--- config.mk ---
export PLATFORM = sky130hd
export DESIGN_NAME = arq_receive_reorder_buffer_top
export DESIGN_NICKNAME = d
export VERILOG_FILES = /design/src/rtl/arqrb_pkg.sv /design/src/rtl/arq_receive_reorder_buffer_top.sv
export SDC_FILE = /design/constraint.sdc
export NUM_CORES = 1
export LEC_CHECK = 0
export ABC_AREA = 1
export BUFFER_PORTS_ARGS = -buffer_cell sky130_fd_sc_hd__buf_4
export CORE_MARGIN = 2
export CORE_UTILIZATION = 61
export DETAILED_ROUTE_END_ITERATION = 7
export PLACE_DENSITY = 0.83
export SYNTH_ARGS = -nofsm -noshare
export SYNTH_HDL_FRONTEND = slang
export SYNTH_SLANG_ARGS = --single-unit
--- constraint.sdc ---
create_clock -name clk_i -period 6.41 [get_ports clk_i]
set_input_delay 1.282 -clock clk_i [delete_from_list [all_inputs] [get_ports clk_i]]
set_output_delay 1.282 -clock clk_i [all_outputs]
set_load 0.1 [all_outputs]
--- src/rtl/arqrb_pkg.sv ---
`timescale 1ns / 1ps
`default_nettype none
// ----------------------------------------------------------------------------
// arqrb_pkg: shared types and constants of the ARQ receive reorder buffer
// Window size, field widths and the action codes of the result items.
// ----------------------------------------------------------------------------
package arqrb_pkg;

  // Reorder window; slots are taken from the low sequence bits (power of two)
  localparam int unsigned WINDOW      = 16;
  localparam int unsigned SLOT_W      = $clog2(WINDOW);
  localparam int unsigned MAX_PAYLOAD = 1024;

  // Field widths
  localparam int unsigned SEQ_W = 32;
  localparam int unsigned LEN_W = 11;
  localparam int unsigned ACT_W = 2;

  // Sequence number expected after reset
  localparam logic [SEQ_W-1:0] RESET_EXPECTED_SEQ = SEQ_W'(1);

  // Action of one result item
  typedef enum logic [ACT_W-1:0] {
    ACT_DISCARD = 2'd0,
    ACT_STORE   = 2'd1,
    ACT_DELIVER = 2'd2,
    ACT_DROP    = 2'd3
  } action_e;

endpackage : arqrb_pkg
`default_nettype wire

--- src/rtl/arq_receive_reorder_buffer_top.sv ---
`timescale 1ns / 1ps
`default_nettype none
// ----------------------------------------------------------------------------
// arq_receive_reorder_buffer_top: selective-repeat ARQ receive window
// Classifies arriving data packets, stores in-window ones and releases them
// in sequence order.
//
// Usage:
// - Input channel (in_valid_i / in_stall_o) carries one packet per item.
// - Output channel (out_valid_o / out_stall_i) carries the result items;
//   last_o marks the final item caused by one packet.
// - cfg_we_i / cfg_wdata_i load the expected sequence number and empty the
//   window; write only while the block is idle.
// - A packet is accepted in ST_IDLE and classified in ST_EVAL, when its
//   first result enters the output register. Each in-order delivery adds a
//   ST_DELIVER step; the length of the next slot is prefetched from the
//   slot length memory, whose read is registered.
// - A stalled output holds its item; classification and delivery wait for
//   the output register to free up, and no new packet is taken meanwhile.
// - Reset sets the expected sequence number to 1 and clears all present
//   bits at once; no clearing pass is needed.
// ----------------------------------------------------------------------------
module arq_receive_reorder_buffer_top
  import arqrb_pkg::*;
(
  input  wire logic              clk_i,
  input  wire logic              rst_ni,
  // Configuration
  input  wire logic              cfg_we_i,
  input  wire logic [SEQ_W-1:0]  cfg_wdata_i,
  // Packet input
  input  wire logic              in_valid_i,
  output logic                   in_stall_o,
  input  wire logic [SEQ_W-1:0]  packet_seq_i,
  input  wire logic [LEN_W-1:0]  payload_length_i,
  input  wire logic              checksum_ok_i,
  // Result output
  output logic                   out_valid_o,
  input  wire logic              out_stall_i,
  output logic [ACT_W-1:0]       action_o,
  output logic [SEQ_W-1:0]       result_seq_o,
  output logic [SLOT_W-1:0]      buffer_slot_o,
  output logic [LEN_W-1:0]       result_length_o,
  output logic                   last_o
);

  // Sequencer codes
  localparam logic [1:0] ST_IDLE    = 2'd0;
  localparam logic [1:0] ST_EVAL    = 2'd1;
  localparam logic [1:0] ST_DELIVER = 2'd2;

  logic [1:0]        state_q, state_d;
  logic [SEQ_W-1:0]  exp_q, exp_d;
  logic [WINDOW-1:0] present_q, present_d;

  // Captured packet
  logic [SEQ_W-1:0]  seq_q;
  logic [LEN_W-1:0]  len_q;
  logic              ok_q;

  // Output register
  logic              out_valid_q, out_valid_d;
  action_e           act_q, act_d;
  logic [SEQ_W-1:0]  rseq_q, rseq_d;
  logic [LEN_W-1:0]  rlen_q, rlen_d;
  logic              last_q, last_d;

  // Slot length memory and its forwarding path
  logic [LEN_W-1:0]  len_mem [WINDOW];
  logic [LEN_W-1:0]  ram_q;
  logic              fwd_q;
  logic [LEN_W-1:0]  fwd_len_q;
  logic              mem_we;
  logic [SLOT_W-1:0] rd_addr;
  logic [LEN_W-1:0]  rd_len;

  logic              in_accept;
  logic              out_load;
  logic [SEQ_W-1:0]  seq_dist;
  logic [SLOT_W-1:0] seq_slot;
  logic [SLOT_W-1:0] exp_slot;
  logic [SLOT_W-1:0] exp_next_slot;
  logic [SEQ_W-1:0]  exp_inc;

  assign in_accept     = in_valid_i && !in_stall_o;
  assign in_stall_o    = (state_q != ST_IDLE);
  assign out_load      = !out_valid_q || !out_stall_i;
  assign seq_dist      = seq_q - exp_q;
  assign seq_slot      = seq_q[SLOT_W-1:0];
  assign exp_slot      = exp_q[SLOT_W-1:0];
  assign exp_inc       = exp_q + SEQ_W'(1);
  assign exp_next_slot = exp_inc[SLOT_W-1:0];
  assign rd_addr       = exp_d[SLOT_W-1:0];
  assign rd_len        = fwd_q ? fwd_len_q : ram_q;

  // Classification, storing and in-order release
  always_comb begin
    state_d     = state_q;
    exp_d       = exp_q;
    present_d   = present_q;
    out_valid_d = out_valid_q && out_stall_i;
    act_d       = act_q;
    rseq_d      = rseq_q;
    rlen_d      = rlen_q;
    last_d      = last_q;
    mem_we      = 1'b0;

    case (state_q)
      ST_IDLE: begin
        if (in_accept) begin
          state_d = ST_EVAL;
        end
      end
      ST_EVAL: begin
        if (out_load) begin
          out_valid_d = 1'b1;
          rseq_d      = seq_q;
          rlen_d      = '0;
          last_d      = 1'b1;
          state_d     = ST_IDLE;
          if (!ok_q || (len_q > LEN_W'(MAX_PAYLOAD))) begin
            act_d = ACT_DROP;
          end else if (seq_dist[SEQ_W-1]) begin
            // behind the window: already delivered
            act_d = ACT_DISCARD;
          end else if (seq_dist >= SEQ_W'(WINDOW)) begin
            act_d = ACT_DROP;
          end else if (present_q[seq_slot]) begin
            act_d = ACT_DISCARD;
          end else begin
            act_d               = ACT_STORE;
            rlen_d              = len_q;
            mem_we              = 1'b1;
            present_d[seq_slot] = 1'b1;
            // release follows if the expected slot is now filled
            if ((seq_dist == '0) || present_q[exp_slot]) begin
              last_d  = 1'b0;
              state_d = ST_DELIVER;
            end
          end
        end
      end
      ST_DELIVER: begin
        if (out_load) begin
          out_valid_d         = 1'b1;
          act_d               = ACT_DELIVER;
          rseq_d              = exp_q;
          rlen_d              = rd_len;
          last_d              = !present_q[exp_next_slot];
          present_d[exp_slot] = 1'b0;
          exp_d               = exp_inc;
          if (!present_q[exp_next_slot]) begin
            state_d = ST_IDLE;
          end
        end
      end
      default: begin
        state_d = ST_IDLE;
      end
    endcase

    // New connection: load expected sequence and empty the window
    if (cfg_we_i) begin
      exp_d     = cfg_wdata_i;
      present_d = '0;
    end
  end

  // Control state
  always_ff @(posedge clk_i or negedge rst_ni) begin
    if (!rst_ni) begin
      state_q     <= ST_IDLE;
      exp_q       <= RESET_EXPECTED_SEQ;
      present_q   <= '0;
      out_valid_q <= 1'b0;
      fwd_q       <= 1'b0;
    end else begin
      state_q     <= state_d;
      exp_q       <= exp_d;
      present_q   <= present_d;
      out_valid_q <= out_valid_d;
      fwd_q       <= mem_we && (seq_slot == rd_addr);
    end
  end

  // Payload registers
  always_ff @(posedge clk_i) begin
    if (in_accept) begin
      seq_q <= packet_seq_i;
      len_q <= payload_length_i;
      ok_q  <= checksum_ok_i;
    end
    act_q     <= act_d;
    rseq_q    <= rseq_d;
    rlen_q    <= rlen_d;
    last_q    <= last_d;
    fwd_len_q <= len_q;
  end

  // Slot length memory: one write port, registered read of the next slot
  always_ff @(posedge clk_i) begin
    if (mem_we) begin
      len_mem[seq_slot] <= len_q;
    end
    ram_q <= len_mem[rd_addr];
  end

  assign out_valid_o     = out_valid_q;
  assign action_o        = act_q;
  assign result_seq_o    = rseq_q;
  assign buffer_slot_o   = rseq_q[SLOT_W-1:0];
  assign result_length_o = rlen_q;
  assign last_o          = last_q;

endmodule : arq_receive_reorder_buffer_top
`default_nettype wire

==> impl_metrics.toml <==
[global_routing]
antenna_found_initial = 0
grtUsageTotal = 0.325
gr-total-overflow = 0
grt_pass1_vias = 13700
grt_max_degree = 96
grt_pass1_wl_mm = 76.2

[clock_tree]
numCtsBuffers = 36
cts_hold_buf = 0
clkTransAtPathRegs_ns = 0.06
cts_num_sinks = 340
clock_path_buffers = 3
htreeDepth = 2
clk_root_buffer_cell = "clkbuf_16"
insertion_delay_ns = 0.54
cts_setup_buffers = 0
cts_tree = "done"
cts_resized = 0

[run_status]
status = "finished, final reports clean"

[job]
cap_violations = 0

[synth]
synth_warnings = 0
synth_area_leader_cell = "edfxtp_1"
syn_nets = 2014
synth_cells = 1894
yosysTopAreaCellShare = 0.459
syn_avg_cell_area_sq_um = 9.18
synth_edf_count = 266
synthTopCellsByArea = "edfxtp_1, nand2_1, dfrtp_1, nor2_1, inv_1"
synth_cell_types = 55
ys_seq_area_frac = 0.559
ys_ff_latch = 340
syn_area_sq_um = 17400
async_reset_ff_frac = 0.153
synth_ff_type = "edfxtp_1"

[timing]
slew_viol_final = 0
fin_setup_tns_ns = 0
hold_ws_ns = 0.512
max_freq_ghz = 0.217
clock_skew_ns = 0.0280
grt_setup_unrepaired = "false"
hold_viol = 0
setup_viol = 0
finalCritPeriodShare = 0.720
relSlewSlack = 0.216
worst_pin_slew_ns = 1.17
timing.final.crit_period_ns = 4.61

[placed_design]
dp_hpwl_mm = 33.9
place_congestion = 0.996
placed_area_sq_um = 18600
port_buffers = 132

[final_layout]
area_delta_synth_final_pct = 14.1
utilization = 0.711
finalNetCount = 2122
fin_area_sq_um = 19900
drive_gt1_frac = 0.126
antennaDiodeCount = 0

[critical_path]
reg2reg_depth = 18
crit_path_start_kind = "flip-flop"
cp.arrival_ns = 4.76
crit_fanout = 28
crit_type = "flip-flop to flip-flop"
crit_required_ns = 6.55
endpoint_kind = "flip-flop"

[die]
coreArea_sq_um = 27900
fp.dieW_um = 173
die-area_sq_um = 29900
io_pins = 133
rows = 61
die_h_um = 173
initial_utilization = 0.623

[power_and_ir_drop]
power_frac_comb = 0.328
clock_power_share = 0.289
irDropWorstVdd_uv = 411
p_sw_w = 0.00301
power.internal_w = 0.00463
p_per_area_nw_per_um2 = 385
leakagePower_nw = 8.42
p_seq_frac = 0.383
p_sw_frac = 0.394

[drt]
ant_nets = 0
vias_per_cell = 5.97
wl_per_cell_um = 20.2
drt-pass1-iter-count = 6
first_iter_violations = 1782
drc = 0
num_vias = 14400
wl_mm = 48.6

[worst_hold_path]
hold_depth = 2
hold_class = "flip-flop to flip-flop"
## cell families (layout without fill, tap and decap cells)
kind of cell	Yosys count	count (layout)	share of synthesized area
mux	33	33	0.0190
fa+ha+maj	39	39	0.0285
flops	340	340	0.559
buf+inv	291	427	0.0673
xor+xnor	16	16	0.00806
simple gates	841	841	0.204
compound gates	334	334	0.114
## metal layers
metal | routed length [um] | GRT usage | share of wire
met2 | 22300 | 0.507 | 0.46
met5 | 0 | 0 | 0
met4 | 1330 | 0.0989 | 0.027
met1 | 20500 | 0.471 | 0.42
met3 | 4450 | 0.0539 | 0.091
## Yosys cell counts (2+ instances only)
master and count:
a211oi_1 8, a21oi_1 66, a21oi_2 4, a22oi_1 2, and3_1 3, buf_1 4, buf_2 16, buf_4 9
buf_6 3, clkbuf_1 36, clkinv_1 2, dfrtp_1 51, dfxtp_1 22, edfxtp_1 266, ha_1 38, inv_1 214
inv_2 6, mux2i_1 33, nand2_1 435, nand2_2 14, nand3_1 93, nand3b_1 7, nand4_1 16, nor2_1 228
nor2_2 10, nor2_4 5, nor3_1 17, nor4_1 4, o211ai_1 18, o21a_1 2, o21ai_0 153, o21ai_1 10
o21ai_2 11, o21bai_1 2, o221ai_1 28, o22ai_1 15, o32ai_1 11, xnor2_1 2, xor2_1 14
## per-stage QoR
| step | setup slack (ns) | total power (W) | cells |
|---|---|---|---|
| after floorplan | 1.20 | 0.00479 | 1894 |
| after global placement | 1.86 | 0.00540 | 2342 |
| after detailed placement | 1.81 | 0.00543 | 2342 |
| after CTS | 1.86 | 0.00762 | 2408 |
| after global routing | 1.49 | 0.00794 | 2408 |
| final | 1.80 | 0.00764 | 2408 |
## critical path: stages, from the launching register on
cell and delay, ns:
dfstp_2 0.81, ha_1 0.22, inv_1 0.07, fa_1 0.43
nand3_1 0.12, nand3_1 0.15, nand2_1 0.15, nand2_1 0.06
nand2_1 0.08, nand2_1 0.11, nand2_1 0.10, nand2_1 0.05
nand2_1 0.08, nand3_1 0.10, nor2_1 0.11, nand3b_1 0.17
nor2_4 0.20, nand4_4 0.30, nor2_1 0.92
## flip-flops by register name (all words and copies together), names as in the netlist, 11 cells and up
signal           cells
len_mem            176
exp_q               32
result_seq_o        32
seq_q               32
present_q           16
fwd_len_q           11
len_q               11
ram_q               11
result_length_o     11
## layout make-up
| class | instances | area [sq um] |
|---|---|---|
| Clock buffer | 43 | 927 |
| Clock inverter | 23 | 332 |
| Fill cell | 2089 | 8080 |
| Inverter | 222 | 833 |
| Multi-Input combinational cell | 1263 | 6520 |
| Sequential cell | 340 | 9730 |
| Tap cell | 378 | 473 |
| Timing Repair Buffer | 139 | 1040 |
## path summary, 6_finish.rpt
check	to	slack, ns	startpoint
worst max-delay path	len_mem[14][3]$_DFFE_PP_	1.80	exp_q[0]$_DFF_PN1_
worst min-delay path	present_q[15]$_DFFE_PN0P_	0.51	present_q[15]$_DFFE_PN0P_
worst max register to register	len_mem[14][3]$_DFFE_PP_	1.80	exp_q[0]$_DFF_PN1_
worst min register to register	present_q[15]$_DFFE_PN0P_	0.51	present_q[15]$_DFFE_PN0P_
max in group asynchronous	exp_q[26]$_DFFE_PN0P_	5.05	rst_ni
min in group asynchronous	present_q[5]$_DFFE_PN0P_	0.84	rst_ni
## cells in the final DEF, fill, tap and decap left out, types with 8 or more instances in the layout
| cell | Yosys | routed |
|---|---|---|
| a211oi_1 | 8 | 8 |
| a21oi_1 | 66 | 65 |
| buf_4 | 9 | 139 |
| clkbuf_16 | 0 | 36 |
| dfrtp_1 | 51 | 51 |
| dfxtp_1 | 22 | 22 |
| edfxtp_1 | 266 | 266 |
| ha_1 | 38 | 38 |
| inv_1 | 214 | 213 |
| mux2i_1 | 33 | 33 |
| nand2_1 | 435 | 435 |
| nand2_2 | 14 | 13 |
| nand3_1 | 93 | 93 |
| nand4_1 | 16 | 16 |
| nor2_1 | 228 | 228 |
| nor2_2 | 10 | 10 |
| nor3_1 | 17 | 16 |
| o211ai_1 | 18 | 18 |
| o21ai_0 | 153 | 153 |
| o21ai_1 | 10 | 10 |
| o21ai_2 | 11 | 11 |
| o221ai_1 | 28 | 28 |
| o22ai_1 | 15 | 15 |
| o32ai_1 | 11 | 11 |
| xor2_1 | 14 | 14 |
## power groups by stage
stage | logic [W] | clock network [W] | registers (W)
final | 0.00251 | 0.00220 | 0.00293
after global routing | 0.00267 | 0.00231 | 0.00295
after CTS | 0.00248 | 0.00222 | 0.00292
after detailed placement | 0.00247 | 0 | 0.00296
after global placement | 0.00244 | 0 | 0.00296
after floorplan | 0.00114 | 0 | 0.00364
(Power assumes the default switching activity.)
